==> src/rtl/core/lmw_pkg.sv <==
package lmw_pkg;

	localparam int FRAC_BITS = 16;

	localparam int TF_W = 32;
	localparam int DL_W = 32;
	localparam int LAM_W = 16;
	localparam int MU_W = 32;
	localparam int WF_W = 32;
	localparam int SM_W = 56;
	localparam int OFF_W = 32;
	localparam int QL_W = 16;
	localparam int OUT_W = 32;

	localparam int CFG_IDX_W = 3;
	localparam int CFG_DATA_W = 56;

	// Smoothed lengths in Q.16, and the numerator of the term weight.
	localparam int DEN_W = LAM_W + DL_W + 1;
	localparam int M_W = SM_W + TF_W;
	localparam int NUM_W = M_W + 1;
	localparam int POS_W = $clog2(NUM_W);
	localparam int RES_W = POS_W + FRAC_BITS;
	localparam int MANT_W = 32;

	localparam logic [31:0] LN2_Q32 = 32'd2977044472;

	// Stage counts of the three pipeline sections.
	localparam int PREP_ST = 3;
	localparam int LOG_ST = 2 + FRAC_BITS;
	localparam int POST_ST = 4;
	localparam int LOG_FIRST = PREP_ST;
	localparam int POST_FIRST = PREP_ST + LOG_ST;
	localparam int NST = PREP_ST + LOG_ST + POST_ST;

	typedef enum logic [CFG_IDX_W-1:0] {
		REG_LAMBDA = 3'd0,
		REG_MU     = 3'd1,
		REG_FACTOR = 3'd2,
		REG_MULT   = 3'd3,
		REG_OFFSET = 3'd4,
		REG_QLEN   = 3'd5
	} cfg_reg_t;

	typedef struct packed {
		logic [LAM_W-1:0] lambda;
		logic [MU_W-1:0]  mu;
		logic [WF_W-1:0]  factor;
		logic [SM_W-1:0]  mult;
		logic [OFF_W-1:0] offset;
		logic [QL_W-1:0]  qlen;
	} cfg_t;

	typedef struct packed {
		logic term_go;
		logic den_zero;
	} flg_t;

endpackage

==> src/rtl/core/lmw_post.sv <==
module lmw_post import lmw_pkg::*; (
	input  logic               clk,
	input  logic [POST_ST-1:0] en,
	input  cfg_t               cfg,
	input  flg_t               flg,
	input  logic [RES_W-1:0]   ln_n,
	input  logic [RES_W-1:0]   ln_d,
	input  logic [RES_W-1:0]   ln_b,
	output logic [OUT_W-1:0]   term_weight,
	output logic [OUT_W-1:0]   doc_extra
);

	localparam int W_W = WF_W + RES_W;
	localparam int Q_W = QL_W + RES_W;
	localparam int MAG_W = Q_W + 16;
	localparam int SUM_W = MAG_W + 1;

	logic [RES_W-1:0]     dt_s1;
	logic [RES_W-1:0]     de_s1;
	logic                 below_s1;
	flg_t                 flg_s1;
	logic [RES_W-1:0]     lnv_s2;
	logic [RES_W-1:0]     lnm_s2;
	logic                 below_s2;
	flg_t                 flg_s2;
	logic [W_W-1:0]       w_s3;
	logic [Q_W-1:0]       q_s3;
	logic                 below_s3;
	flg_t                 flg_s3;
	logic [OUT_W-1:0]     term_s4;
	logic [OUT_W-1:0]     extra_s4;

	logic [RES_W+31:0]    lnv_full;
	logic [RES_W+31:0]    lnm_full;
	logic [W_W-1:0]       wsh;
	logic [MAG_W-1:0]     mag;
	logic [SUM_W-1:0]     sum;
	logic [MAG_W-1:0]     off_ext;
	logic [OUT_W-1:0]     term_nxt;
	logic [OUT_W-1:0]     extra_nxt;

	assign lnv_full = dt_s1 * LN2_Q32;
	assign lnm_full = de_s1 * LN2_Q32;

	always_ff @(posedge clk) begin
		if (en[0]) begin
			dt_s1 <= (ln_n > ln_d) ? ln_n - ln_d : '0;
			below_s1 <= ln_d < ln_b;
			de_s1 <= (ln_d < ln_b) ? ln_b - ln_d : ln_d - ln_b;
			flg_s1 <= flg;
		end
		if (en[1]) begin
			lnv_s2 <= lnv_full[RES_W+31:32];
			lnm_s2 <= lnm_full[RES_W+31:32];
			below_s2 <= below_s1;
			flg_s2 <= flg_s1;
		end
		if (en[2]) begin
			w_s3 <= cfg.factor * lnv_s2;
			q_s3 <= cfg.qlen * lnm_s2;
			below_s3 <= below_s2;
			flg_s3 <= flg_s2;
		end
		if (en[3]) begin
			term_s4 <= term_nxt;
			extra_s4 <= extra_nxt;
		end
	end

	always_comb begin
		wsh = w_s3 >> FRAC_BITS;
		mag = MAG_W'({q_s3, 16'b0} >> FRAC_BITS);
		off_ext = MAG_W'(cfg.offset);
		sum = SUM_W'(off_ext) + SUM_W'(mag);

		if (!flg_s3.term_go) begin
			term_nxt = '0;
		end else if (flg_s3.den_zero) begin
			term_nxt = (cfg.factor != '0) ? '1 : '0;
		end else if (|wsh[W_W-1:OUT_W]) begin
			term_nxt = '1;
		end else begin
			term_nxt = wsh[OUT_W-1:0];
		end

		// A smoothed length below the plain one pulls the weight down from the offset.
		if (flg_s3.den_zero) begin
			extra_nxt = '0;
		end else if (below_s3) begin
			extra_nxt = (mag >= off_ext) ? '0 : cfg.offset - mag[OUT_W-1:0];
		end else if (|sum[SUM_W-1:OUT_W]) begin
			extra_nxt = '1;
		end else begin
			extra_nxt = sum[OUT_W-1:0];
		end
	end

	assign term_weight = term_s4;
	assign doc_extra = extra_s4;

endmodule

==> config.mk <==
export PLATFORM = sky130hd
export DESIGN_NAME = lmw_post
export DESIGN_NICKNAME = d
export VERILOG_FILES = /design/src/rtl/core/lmw_pkg.sv /design/src/rtl/core/lmw_post.sv
export SDC_FILE = /design/constraint.sdc
export NUM_CORES = 2
export LEC_CHECK = 0
export ABC_CLOCK_PERIOD_IN_PS = 6900
export BUFFER_PORTS_ARGS = -buffer_cell sky130_fd_sc_hd__buf_2
export CAP_MARGIN = 30
export CORE_MARGIN = 2
export CORE_UTILIZATION = 32
export DETAILED_ROUTE_END_ITERATION = 7
export HOLD_SLACK_MARGIN = 0.02
export MAX_ROUTING_LAYER = met4
export SETUP_SLACK_MARGIN = 0.5
export SLEW_MARGIN = 40
export SYNTH_ARGS = -nofsm -noshare
export SYNTH_HDL_FRONTEND = slang
export SYNTH_SLANG_ARGS = --single-unit
==> constraint.sdc <==
create_clock -name clk -period 6.9 [get_ports clk]
set_clock_uncertainty 0.15 [all_clocks]
set_input_delay 0.345 -clock clk [delete_from_list [all_inputs] [get_ports clk]]
set_output_delay 0.345 -clock clk [all_outputs]
set_load 0.02 [all_outputs]
==> metrics.md <==
| Metric | Value |
|---|---|
| # fillers | between 20k and 25k |
| GRT Total Usage | 0.191 |
| Rel. slew slack | 0.472 |
| Ys async rst share | 0 |
| Clk slew on worst S/H paths | approximately 0.06 ns |
| Synth-to-layout area growth | 18.1% |
| Cells after Synth | about 7.6k |
| Top Family by Delay on Critical Path | adder cells |
| Tmin final | around 7.3 ns |
| Ys flop type | edfxtp_1 |
| CP max FO | 8 |
| CP arrival | 7.52 ns |
| Avg WL per Cell | between 15 and 20 um |
| Commonest non-fill, non-tap cells in the layout | 1877 x inv_1, 1343 x fa_1, 930 x ha_1 |
| Syn Std Cell Area | approximately 71000 sq um |
| Slew Viols, Final | 0 |
| Yosys top cell by area | fa_1 |
| Nets | approximately 11k |
| CP peak stage delay | 0.55 ns |
| H-tree levels | 2 |
| CTS buffer count | 37 |
| Final WS setup | -0.386 ns |
| Core area | between 200000 and 250000 sq um |
| Worst-Margin Slew | 0.792 ns |
| Ports | 324 |
| DP Wirelength | 177000 um |
| Mapped Nets | just over 10k |
| Gp weighted congestion | between 0.9 and 1 |
| Post-route ant nets | 0 |
| Root buffer cell | clkbuf_16 |
| Global-route wire length before repair | 329000 um |
| Final setup violation count | 43 |
| Hold Violations, Final | 0 |
| Commonest non-fill, non-tap cell in the layout | inv_1 |
| Vias after detailed routing | roughly 54k |
| Iter 0 DRT Violations | ~3k |
| WP buf/inv | 9 |
| Clk sinks | roughly 240 |
| Synth Warn # | 0 |
| Layout cells sized above 1 | 0.160 |
| Fmax achieved | between 100 and 150 MHz |
| Yosys cell types | 91 |
| Pre-Repair DR Iteration Count | 5 |
| Residual DRC count | 0 |
| Die H | approximately 480 um |
| Worst EP required | 7.13 ns |
| Max-Cap Viols | 0 |
| Type of origin of the critical path | register |
| Failing checks | negative setup slack |
| RSZ-0062 raised after global routing | yes |
| PortBufs | 219 |
| Slowest CP cell | fa_1 |
| Mean Syn Cell Area | 9.40 sq um |
| Post-synthesis register bit count | approximately 240 |
| Post-synth EDFFs | about 240 |
| CP endpoint kind | register |
| Clock Tree Buf Depth | 3 |
| Critical path type | register to register |
| Fin crit share | 1.06 |
| Top cell by count, worst path | fa_1 |
| Die W | about 480 um |
| Fin Setup TNS | -7.14 ns |
| Starting Density | 0.321 |
| Largest net degree at the start of global routing | 65 |
| Post-Route WL | ~210000 um |
| Site Rows | about 170 |
| CTS tree | done |
| DIE AREA | 227000 sq um |
| Share of the yosys chip area belonging to registers | 0.102 |
| Grt ovf | 0 |
| Skew-Pair Late Insertion Delay | around 0.62 ns |
| Status | complete, but fails checks |
| Hold Crit Class | input pin to register |
| Initial antenna violation count | 12 |
| DR vias/cell | about 4.8 |
| Post-synth top area share | 0.391 |
| Synth top area cells | fa_1 39%, ha_1 17%, edfxtp_1 10% |
| Number of global-route vias before repair | 58.0k |
[synthesized netlist by cell type (all sizes together) (60+ instances only)]
cell type,instances
a21oi,219
o21a,60
nand2,781
xor2,66
a21o,111
ha,969
fa,1392
nor2,247
and2,450
inv,1930
o21ai,132
xnor2,103
clkbuf,233
edfxtp,243
[flip-flops by register name, indices dropped and copies added, names as in the netlist, 23 cells and up]
name / flops
lnv_s2: 23
w_s3: 39
de_s1: 23
q_s3: 39
term_weight: 32
doc_extra: 32
lnm_s2: 23
dt_s1: 23
[cell type report]
class | count | area (sq um) | share of cell area
Clock buffer | 45 | 956 | 0.0114
Timing Repair Buffer | 872 | 7120 | 0.0846
Antenna cell | 8 | 20.0 | 0.000238
Multi-Input combinational cell | 5152 | 57600 | 0.684
Sequential cell | 243 | 7300 | 0.0867
Inverter | 1931 | 7250 | 0.0861
Clock inverter | 20 | 214 | 0.00254
Tap cell | 2975 | 3720 | 0.0442
[metal layers]
metal	part of all wire	track usage	vias up
met1	0.46	0.261	27200
met3	0.057	0.0247	236
li1	-	-	24700
met4	0.022	0.0404	0
met5	0	-	-
met2	0.46	0.305	1471
[through the flow]
| stage | cells | setup slack [ns] | instance area, sq um | util | hold slack (ns) |
|---|---|---|---|---|---|
| 3_5_place_dp | 11000 | -0.519 | 80000 | 0.360 | 0.260 |
| 3_3_place_gp | 11000 | -0.486 | 79900 | 0.360 | 0.258 |
| 4_1_cts | 11200 | -0.352 | 82700 | 0.373 | 0.0243 |
| 6_report | 11200 | -0.386 | 84200 | 0.380 | 0.0415 |
| 2_1_floorplan | 7581 | 0.0161 | 71700 | - | 0.250 |
| 5_1_grt | 11200 | -0.596 | 84200 | 0.380 | 0.0629 |
[final timing paths]
| check | start | slack (ns) | end | cells past startpoint |
|---|---|---|---|---|
| setup / recovery | lnv_s2[11] | -0.39 | w_s3[47] | 28 |
| hold / removal | en[3] | 0.04 | term_weight[31] | 1 |
| setup reg to reg | lnv_s2[11] | -0.39 | w_s3[47] | 28 |
| hold reg to reg | flg_s2[1] | 0.27 | flg_s3[1] | 0 |
[worst register-to-register path: cells and delay by family (launching register included)]
| kind | cells | cell delay, ns |
|---|---|---|
| adders and majority gates | 8 | 3.75 |
| DFF | 1 | 0.41 |
| buffers and inverters | 9 | 0.95 |
| xor gates and xnor gates | 1 | 0.15 |
| and+or+nand+nor | 2 | 0.22 |
| AOI/OAI and AO/OA | 8 | 1.43 |
[logic make-up after synthesis]
logic type,after synthesis,share of synthesized area
AO/OA/AOI/OAI,825,0.0781
XOR/XNOR,169,0.0209
adder cells (fa/ha/maj),2361,0.561
buffers and inverters,2186,0.116
flip-flops,243,0.102
multiplexers,14,0.00204
AND/OR/NAND/NOR,1783,0.120
[timing repair]
action | in CTS | in global routing
setup buffers | 62 | 60
pin swaps | 123 | 201
hold buffers | 4 | 0
gates resized for setup | 154 | 276
gates cloned | 6 | 2
endpoints found under the hold margin | 29 | 0
endpoints found under the setup margin | 95 | 97
Power is not shown: default switching activity piles up to over one toggle a cycle in this logic, so the estimate is an artifact.
