<file path="src/rtl/core/lmw_pkg.sv">
package lmw_pkg;

	localparam int FRAC_BITS = 16;

	localparam int TF_W = 32;
	localparam int DL_W = 32;
	localparam int LAM_W = 16;
	localparam int MU_W = 32;
	localparam int WF_W = 32;
	localparam int SM_W = 56;
	localparam int OFF_W = 32;
	localparam int QL_W = 16;
	localparam int OUT_W = 32;

	localparam int CFG_IDX_W = 3;
	localparam int CFG_DATA_W = 56;

	// Smoothed lengths in Q.16, and the numerator of the term weight.
	localparam int DEN_W = LAM_W + DL_W + 1;
	localparam int M_W = SM_W + TF_W;
	localparam int NUM_W = M_W + 1;
	localparam int POS_W = $clog2(NUM_W);
	localparam int RES_W = POS_W + FRAC_BITS;
	localparam int MANT_W = 32;

	localparam logic [31:0] LN2_Q32 = 32'd2977044472;

	// Stage counts of the three pipeline sections.
	localparam int PREP_ST = 3;
	localparam int LOG_ST = 2 + FRAC_BITS;
	localparam int POST_ST = 4;
	localparam int LOG_FIRST = PREP_ST;
	localparam int POST_FIRST = PREP_ST + LOG_ST;
	localparam int NST = PREP_ST + LOG_ST + POST_ST;

	typedef enum logic [CFG_IDX_W-1:0] {
		REG_LAMBDA = 3'd0,
		REG_MU     = 3'd1,
		REG_FACTOR = 3'd2,
		REG_MULT   = 3'd3,
		REG_OFFSET = 3'd4,
		REG_QLEN   = 3'd5
	} cfg_reg_t;

	typedef struct packed {
		logic [LAM_W-1:0] lambda;
		logic [MU_W-1:0]  mu;
		logic [WF_W-1:0]  factor;
		logic [SM_W-1:0]  mult;
		logic [OFF_W-1:0] offset;
		logic [QL_W-1:0]  qlen;
	} cfg_t;

	typedef struct packed {
		logic term_go;
		logic den_zero;
	} flg_t;

endpackage

</file>
<file path="src/rtl/core/lmw_ctl.sv">
module lmw_ctl import lmw_pkg::*; (
	input  logic            clk,
	input  logic            arst_n,
	input  cfg_t            cfg,
	input  logic            in_valid,
	input  logic [TF_W-1:0] tf,
	input  logic [DL_W-1:0] dl,
	input  logic            out_ready,
	output logic [NST-1:0]  en,
	output logic            out_valid,
	output flg_t            flg
);

	logic [NST-1:0] vld_q;
	flg_t           flg_s [POST_FIRST];
	flg_t           flg_in;

	// A stage loads when it is empty or when everything after it can move.
	genvar k;
	generate
		for (k = 0; k < NST; k++) begin : g_en
			assign en[k] = !(&vld_q[NST-1:k]) || out_ready;
		end
	endgenerate

	always_ff @(posedge clk or negedge arst_n) begin
		if (!arst_n) begin
			vld_q <= '0;
		end else begin
			if (en[0]) begin
				vld_q[0] <= in_valid;
			end
			for (int i = 1; i < NST; i++) begin
				if (en[i]) begin
					vld_q[i] <= vld_q[i-1];
				end
			end
		end
	end

	always_comb begin
		flg_in.term_go = (tf != '0) && (cfg.mult != '0);
		flg_in.den_zero = ((cfg.lambda == '0) || (dl == '0)) && (cfg.mu == '0);
	end

	always_ff @(posedge clk) begin
		if (en[0]) begin
			flg_s[0] <= flg_in;
		end
		for (int i = 1; i < POST_FIRST; i++) begin
			if (en[i]) begin
				flg_s[i] <= flg_s[i-1];
			end
		end
	end

	assign out_valid = vld_q[NST-1];
	assign flg = flg_s[POST_FIRST-1];

endmodule

</file>
<file path="config.mk">
export PLATFORM = sky130hd
export DESIGN_NAME = lmw_ctl
export DESIGN_NICKNAME = d
export VERILOG_FILES = /design/src/rtl/core/lmw_pkg.sv /design/src/rtl/core/lmw_ctl.sv
export SDC_FILE = /design/constraint.sdc
export NUM_CORES = 1
export LEC_CHECK = 0
export BUFFER_PORTS_ARGS = -buffer_cell sky130_fd_sc_hd__buf_4
export CORE_AREA = 3 3 108 110
export DETAILED_ROUTE_END_ITERATION = 8
export DIE_AREA = 0 0 111 113
export HOLD_SLACK_MARGIN = 0.03
export SETUP_SLACK_MARGIN = 0.2
export SYNTH_ARGS = -nofsm -noshare
export SYNTH_HDL_FRONTEND = slang
export SYNTH_SLANG_ARGS = --single-unit
</file>
<file path="constraint.sdc">
create_clock -name clk -period 3.2 [get_ports clk]
set_input_delay 0.64 -clock clk [delete_from_list [all_inputs] [get_ports clk]]
set_output_delay 0.64 -clock clk [all_outputs]
set_load 0.05 [all_outputs]
</file>
==> flow_summary.yaml, run 1 <==
outcome:
  status: "complete, no violations"
synthesis:
  synth.area.top_cells: "edfxtp_1, dfrtp_1, nor4_1"
  yosysWarnings: 0
  synth.distinct_cells: 25
  ys_ff_latch: 67
  ys_seq_area_frac: 0.699
  synth_top_area_frac: 0.467
  syn-instance-count: 197
  avgSynthCellArea_sq_um: 13.7
  yosysTopAreaCell: "edfxtp_1"
  synth_area_sq_um: 2700
  syn-num-nets: 449
power:
  finalPower_mw: 2.13
  pwr-share-clk: 0.359
  seqPwrFrac: 0.464
  p_comb_frac: 0.176
  switching_share: 0.249
  power_switching_uw: 530
  p_leak_nw: 1.97
  cellPowerDensity_nw_per_um2: 465
  irDropWorstVdd_uv: 266
  internal_power_mw: 1.60
cts:
  cts.clk_slew.worst_paths_ns: 0.08
  root_buffer: "clkbuf_8"
  clk_path_buf_depth: 2
  cts_tree: "built"
  h-tree-depth: 3
  cts_buffers: 9
  cts_sinks: 67
  insertion_delay_ns: 0.33
  ctsResizeCount: 0
  holdBufCountCts: 0
  post_cts_buffers: 0
drt:
  wirelength_um: 8310
  viasPerCell: 4.58
  drt_iter0_markers: 86
  wl_per_cell_um: 15.2
  vias: 2508
  drcViolationCount: 0
  firstDrtPassIters: 6
  ant_nets: 0
cells_and_area:
  finalInstanceArea_sq_um: 4570
  fin_nets: 655
  area_growth_pct: 69.4
  diodes: 0
  drive_gt1_frac: 0.559
grt:
  grt-ovfl-total: 0
  grt_pass1_vias: 2625
  track_usage: 0.127
  grt_max_degree: 27
  antenna_found_initial: 0
  grt_pass1_wl_um: 12700
critical_path:
  end_kind: "output port"
  crit_required_ns: 2.56
  worstSetupPathType: "in2out"
  critPathMaxFanout: 26
  worst_ep_arrival_time_ns: 2.14
  crit_path_start_kind: "input pin"
die:
  die_h_um: 113
  rows: 38
  io_pins: 280
  die-area_sq_um: 12500
  core_area_sq_um: 10800
  start_util: 0.250
  die_x_um: 111
placement:
  place_congestion: 0.766
  dpl_worst_slack_ns: 0.390
  port_buffers: 199
  post-dp-hpwl_um: 7060
  detailed_place.area_sq_um: 4350
sta:
  setup_viol: 0
  report.final.slew_viol_count: 0
  relSlewSlack: 0.625
  fin_crit_ns: 2.78
  rsz0062_at_grt: "false"
  setup-tns-final_ns: 0
  finalCritPeriodShare: 0.870
  finalClockSkew_ns: 0.00782
  tightestPinTransition_ns: 0.557
  setup_slack_ns: 0.417
  finalHoldViolations: 0
  max_freq_mhz: 359
min_path:
  hp-class: "in2async"
job:
  cap_violations: 0
==> worst max-delay path, cell delays in order <==
cell	delay, ns
buf_4	0.11
nand2b_4	0.15
nor2_4	0.13
inv_4	0.06
nor3_4	0.15
and4_1	0.26
buf_12	0.17
nand4_1	0.18
buf_4	0.27
==> cells in the final DEF (no fill, tap or decap), types with 2 or more instances in the layout <==
| master | instances |
|---|---|
| nand4_1 | 14 |
| dfrtp_1 | 24 |
| nor2_1 | 5 |
| a31o_2 | 4 |
| buf_4 | 200 |
| nand3_1 | 14 |
| edfxtp_1 | 42 |
| and3_1 | 4 |
| bufinv_16 | 2 |
| nor4_1 | 43 |
| nand2_1 | 9 |
| a41o_1 | 4 |
| clkbuf_8 | 9 |
| inv_1 | 4 |
| a21o_1 | 3 |
| nand2b_1 | 9 |
| or2_2 | 3 |
==> power by group through the flow <==
stage	combinational [mW]	sequential (mW)	clock, mW
2_1_floorplan	0.160	1.00	0
3_3_place_gp	0.371	1.00	0
3_5_place_dp	0.378	1.00	0
4_1_cts	0.380	0.988	0.789
5_1_grt	0.400	0.994	0.833
6_report	0.375	0.987	0.765
==> cell usage after synthesis <==
cell,instances
a21o_1,3
and3_1,4
clkbuf_1,1
edfxtp_1,42
nand2_1,9
buf_4,4
a31o_2,4
nor2_4,1
buf_6,1
a41o_1,4
nor3_1,1
nand2b_4,1
nand4_1,14
nand3_1,14
nand2b_1,9
nor4_1,43
inv_2,1
nor2_1,5
or2_2,3
dfrtp_1,25
inv_1,4
nor3_4,1
a31o_1,1
o21a_1,1
and4_1,1
==> cells by family after synthesis <==
logic type / share of synthesized area
and+or+nand+nor: 0.235
DFF: 0.699
buffers and inverters: 0.0236
AOI/OAI and AO/OA: 0.0422
==> metrics by stage <==
step	util	hold WS, ns	cells
6_report	0.424	0.200	548
5_1_grt	0.424	0.209	548
4_1_cts	0.424	0.197	548
3_5_place_dp	0.403	0.407	532
3_3_place_gp	0.403	0.404	532
2_1_floorplan	-	0.344	197
==> sequential cells by signal, indices dropped and copies added (netlist names) <==
register  flops
vld_q        25
flg_s        42
==> per-layer routing <==
metal / GRT usage / share of wire / vias up
li1: - / - / 1209
met1: 0.156 / 0.40 / 1164
met2: 0.216 / 0.51 / 124
met3: 0.0444 / 0.082 / 11
met4: 0.0312 / 0.010 / 0
met5: 0 / 0 / -
==> path summary, 6_finish.rpt <==
check,from,end,slack [ns],depth (start not counted)
max in group asynchronous,arst_n,vld_q[24],2.73,1
worst max register to register,vld_q[24],flg_s[0][0],1.46,7
worst max-delay path,out_ready,en[0],0.42,9
worst min register to register,flg_s[1][2],flg_s[1][4],0.42,0
min in group clk,flg_s[1][2],flg_s[1][4],0.42,0
worst min-delay path,arst_n,vld_q[16],0.20,1
==> cell type report <==
class                      instances  area (sq um)
clock buffer                      10           128
fill                            1037          6220
inverter                           5          21.3
clock inverter                     6          90.1
tap                              140           175
sequential                        67          1890
timing repair buffer             201          1520
multi-input combinational        119           748
Note: power is estimated with default switching activity, not from simulation.
==> run 2, diff against run 1 <==
ABC_AREA = 1   (was not set)
CORE_AREA = 3 3 106 108   (was 3 3 108 110)
DIE_AREA = 0 0 109 111   (was 0 0 111 113)
PLACE_DENSITY = 0.66   (was not set)
==> flow_summary.yaml, run 2 <==
critical_path:
  rrSetupSlack_ns: 1.49
  end_kind: "output port"
  crit_path_top_delay_cell: "dfrtp_1"
  r2r_end: "flg_s[0][1]"
  crit_required_ns: 2.56
  crit_path_start_kind: "register"
  critical_path.startpoint: "vld_q[24]"
  r2r_start: "vld_q[24]"
  cpMostUsedCell: "nand3_2"
  worstSetupPathType: "reg2out"
  worst_ep_arrival_time_ns: 2.00
  endpoint: "en[0]"
  critPathMaxFanout: 6
  path_cells: "nand3_1 -> nor2_4 -> nand3_2 -> nor2_1 -> nand3_2 -> buf_4"
  r2r_cells: 5
  cpPeakStageDelay_ns: 0.39
synthesis:
  syn-num-nets: 591
  synth.area.top_cells: "edfxtp_1, dfrtp_1, nor2_1"
  synth-main-ff-cell: "edfxtp_1"
  async_flop_share: 0.373
  ys_seq_area_frac: 0.612
  ys_ff_latch: 67
  synth_top_area_frac: 0.409
  yosysWarnings: 0
  synth_edf_count: 42
  syn-instance-count: 339
  synth.distinct_cells: 19
  synthTopCellsByCount: "nor2_1, nand2_1, edfxtp_1"
  synth_most_common_cell: "nor2_1"
  synth_area_sq_um: 3080
  yosysTopAreaCell: "edfxtp_1"
  avgSynthCellArea_sq_um: 9.10
grt:
  grt_pass1_vias: 2929
  track_usage: 0.145
  grt_max_degree: 26
  grt-ovfl-total: 0
  grt_pass1_wl_um: 13600
  antenna_found_initial: 0
drt:
  drcViolationCount: 0
  wirelength_um: 9160
  vias: 3014
  wl_per_cell_um: 13.3
  ant_nets: 0
  drt_iter0_markers: 107
  viasPerCell: 4.38
  firstDrtPassIters: 4
cts:
  root_buffer: "clkbuf_8"
  cts.clk_slew.worst_paths_ns: 0.08
  cts_sinks: 67
  ctsResizeCount: 0
  holdBufCountCts: 0
  cts_tree: "built"
  clk_path_buf_depth: 2
  cts_buffers: 9
  insertion_delay_ns: 0.33
  post_cts_buffers: 0
  h-tree-depth: 3
cells_and_area:
  diodes: 0
  reg_top3: "flg_s (42), vld_q (25)"
  area_growth_pct: 59.9
  final_common_cell: "buf_4"
  multi_input_area_sq_um: 1060
  fin_nets: 799
  largest_register: "flg_s"
  regArea_sq_um: 1890
  nFillCells: 955
  drive_gt1_frac: 0.442
  largest_reg_flops: 42
  final_cells: 688
  final_cell_mix: "buf_4, nor2_1, nand2_1, edfxtp_1, inv_1"
placement:
  dpl_worst_slack_ns: 0.663
  place_congestion: 0.861
  placedCellCount: 672
  post-dp-hpwl_um: 7760
  port_buffers: 199
sta:
  finalCritPeriodShare: 0.824
  finalClockSkew_ns: 0.0109
  setup_viol: 0
  setup_slack_ns: 0.562
  fin_crit_ns: 2.64
  max_freq_mhz: 379
  finalHoldViolations: 0
  report.final.slew_viol_count: 0
  relSlewSlack: 0.743
  setup-tns-final_ns: 0
  tightestPinTransition_ns: 0.383
  rsz0062_at_grt: "false"
job:
  cap_violations: 0
die:
  start_util: 0.299
  rows: 37
  die-area_sq_um: 12100
  io_pins: 280
  core_area_sq_um: 10300
  die_h_um: 111
  die_x_um: 109
min_path:
  hp-class: "in2async"
power:
  cellPowerDensity_nw_per_um2: 505
  p_leak_nw: 2.34
  irDropWorstVdd_uv: 311
outcome:
  status: "complete, no violations"
run 2: cell types whose count changed after synthesis, moves of 5 or more:
cell / change
nor3_1: +7
nand2_2: +5
inv_1: +26
nand2_1: +62
nor2_2: +6
nand3_2: +5
nor4_1: -43
nor2_1: +105
nand2b_1: -9
run 2: stage by stage:
stage / area [sq um] / utilization / total power [mW] / hold slack (ns)
3_5_place_dp: 4730 / 0.458 / 1.82 / 0.405
5_1_grt: 4930 / 0.478 / 2.61 / 0.206
3_3_place_gp: 4730 / 0.458 / 1.81 / 0.401
6_report: 4930 / 0.478 / 2.49 / 0.198
2_1_floorplan: 3080 / - / 1.50 / 0.344
4_1_cts: 4930 / 0.478 / 2.52 / 0.192
run 2: how the worst min path moves through the flow:
stage                     cells after the start  slack, ns     endpoint
after detailed placement                      0       0.40  flg_s[1][1]
final                                         1       0.20     vld_q[9]
after CTS                                     1       0.19     vld_q[9]
after global placement                        0       0.40  flg_s[1][0]
after floorplan                               0       0.34     vld_q[0]
after global routing                          1       0.21     vld_q[9]
run 2: critical path, delay by kind of cell (launching register included):
family / cells / cell delay [ns]
simple gates: 5 / 1.01
flops: 1 / 0.39
buf+inv: 1 / 0.25
run 2: layout make-up:
type | count | share of cell area
sequential | 67 | 0.383
timing repair buffer | 199 | 0.303
multi-input combinational | 238 | 0.215
tap | 136 | 0.0345
clock buffer | 9 | 0.0251
inverter | 32 | 0.0244
clock inverter | 7 | 0.0152
run 2: report_power, final:
| group | internal (mW) | switching, mW |
|---|---|---|
| logic | 0.282 | 0.425 |
| registers | 1.05 | 0.0491 |
| clock network | 0.363 | 0.324 |
| total | 1.69 | 0.799 |
run 2: logic make-up after synthesis:
logic type,Yosys count,synth area share
AO/OA/AOI/OAI,1,0.00162
buffers and inverters,34,0.0438
AND/OR/NAND/NOR,237,0.343
flip-flops,67,0.612
run 2: routing by layer:
metal	routed length [um]	part of all wire	up-vias	GRT usage
li1	-	-	1506	-
met1	3630	0.40	1334	0.166
met2	4470	0.49	168	0.258
met3	990	0.11	6	0.0384
met4	61	0.0067	0	0.0455
met5	0	0	-	0
==> run 3, diff against run 2 <==
CORE_AREA = 3 3 109 111   (was 3 3 106 108)
DIE_AREA = 0 0 112 114   (was 0 0 109 111)
PLACE_DENSITY = 0.65   (was 0.66)
clock period = 2.4 ns   (was 3.2 ns; I/O delays follow)
==> flow_summary.yaml, run 3 (synthesized netlist as in run 2, its figures left out) <==
placement:
  detailed_place.area_sq_um: 4760
  place_congestion: 0.857
  post-dp-hpwl_um: 7630
  port_buffers: 199
  placedCellCount: 678
  dpl_worst_slack_ns: 0.235
sta:
  finalCritPeriodShare: 0.919
  rsz0062_at_grt: "true"
  relSlewSlack: 0.732
  max_freq_mhz: 453
  report.final.slew_viol_count: 0
  setup_slack_ns: 0.194
  finalClockSkew_ns: 0.0113
  fin_crit_ns: 2.21
  tightestPinTransition_ns: 0.400
  setup_viol: 0
  finalHoldViolations: 0
  setup-tns-final_ns: 0
cells_and_area:
  drive_gt1_frac: 0.517
  diodes: 0
  largest_reg_flops: 42
  finalInstanceArea_sq_um: 5510
  reg_top3: "flg_s (42), vld_q (25)"
  fin_nets: 841
  final_common_cell: "buf_4"
  final_cell_mix: "buf_4, nor2_1, nand2_1, edfxtp_1, inv_1"
  largest_register: "flg_s"
  final_cells: 734
  area_growth_pct: 78.7
die:
  start_util: 0.283
  rows: 38
  core_area_sq_um: 10900
  die_x_um: 112
  io_pins: 280
  die-area_sq_um: 12800
  die_h_um: 114
drt:
  viasPerCell: 4.36
  firstDrtPassIters: 4
  vias: 3202
  wl_per_cell_um: 13.3
  wirelength_um: 9780
  drcViolationCount: 0
  ant_nets: 0
  drt_iter0_markers: 91
grt:
  antenna_found_initial: 0
  grt_pass1_vias: 3255
  grt_pass1_wl_um: 14700
  track_usage: 0.144
  grt_max_degree: 26
  grt-ovfl-total: 0
critical_path:
  end_kind: "output port"
  crit_required_ns: 1.92
  worstSetupPathType: "reg2out"
  crit_path_start_kind: "register"
  worst_ep_arrival_time_ns: 1.73
  critPathMaxFanout: 4
  rrSetupSlack_ns: 0.66
power:
  finalPower_mw: 3.66
  irDropWorstVdd_uv: 569
  p_leak_nw: 2.62
  cellPowerDensity_nw_per_um2: 664
cts:
  h-tree-depth: 3
  cts_buffers: 9
  root_buffer: "clkbuf_8"
  cts.clk_slew.worst_paths_ns: 0.07
  cts_tree: "built"
  cts_sinks: 67
  clk_path_buf_depth: 2
  insertion_delay_ns: 0.34
job:
  cap_violations: 0
outcome:
  status: "complete, no violations"
min_path:
  hp-class: "in2reg"
run 3: cell types whose count changed in the layout (fill, tap and decap cells not counted), sizes merged:
cell,delta
clkinv,+2
dlygate4sd3,+1
clkinvlp,-1
buf,+41
inv,-1
run 3: critical path, stage by stage, from the launching register on:
cell,delay (ns)
dfrtp_1,0.41
nand2_1,0.15
nor2_4,0.17
nand3_1,0.16
nor2_4,0.21
nand3_4,0.12
buf_6,0.17
run 3: through the flow:
step                      utilization  hold WS (ns)
after floorplan                     -         0.184
after global placement          0.437         0.396
after detailed placement        0.437         0.401
after CTS                       0.488         0.342
after global routing            0.506         0.376
final                           0.506         0.363
run 3: path summary, 6_finish.rpt:
kind	startpoint	endpoint	cells after the start
max	vld_q[16]	en[3]	6
min	in_valid	vld_q[0]	3
max reg2reg	vld_q[11]	flg_s[0][4]	7
min reg2reg	flg_s[0][11]	flg_s[0][13]	0
max in group asynchronous	arst_n	vld_q[15]	2
min in group asynchronous	arst_n	vld_q[12]	2
run 3: power breakdown:
group / leakage (nW) / switching, mW / internal, mW
Sequential: 0.617 / 0.0685 / 1.40
Combinational: 1.91 / 0.698 / 0.570
Clock: 0.0958 / 0.442 / 0.484
run 3: metal layers:
metal,global-route usage,up-vias,wire (um)
li1,-,1593,-
met1,0.168,1416,3750
met2,0.253,176,4830
met3,0.0552,17,1070
met4,0.0304,0,136
met5,0,-,0
run 3: repair_timing:
action	4_1_cts	5_1_grt
pin swaps	15	9
hold buffers	1	0
setup buffers	20	19
endpoints found under the hold margin	13	0
setup endpoints to repair	14	17
resized for setup	43	14
run 3: layout make-up:
cell class	instances	area (sq um)
fill	961	5380
sequential	67	1890
timing repair buffer	241	1890
multi-input combinational	238	1230
tap	140	175
clock buffer	9	124
inverter	32	120
clock inverter	7	76.3
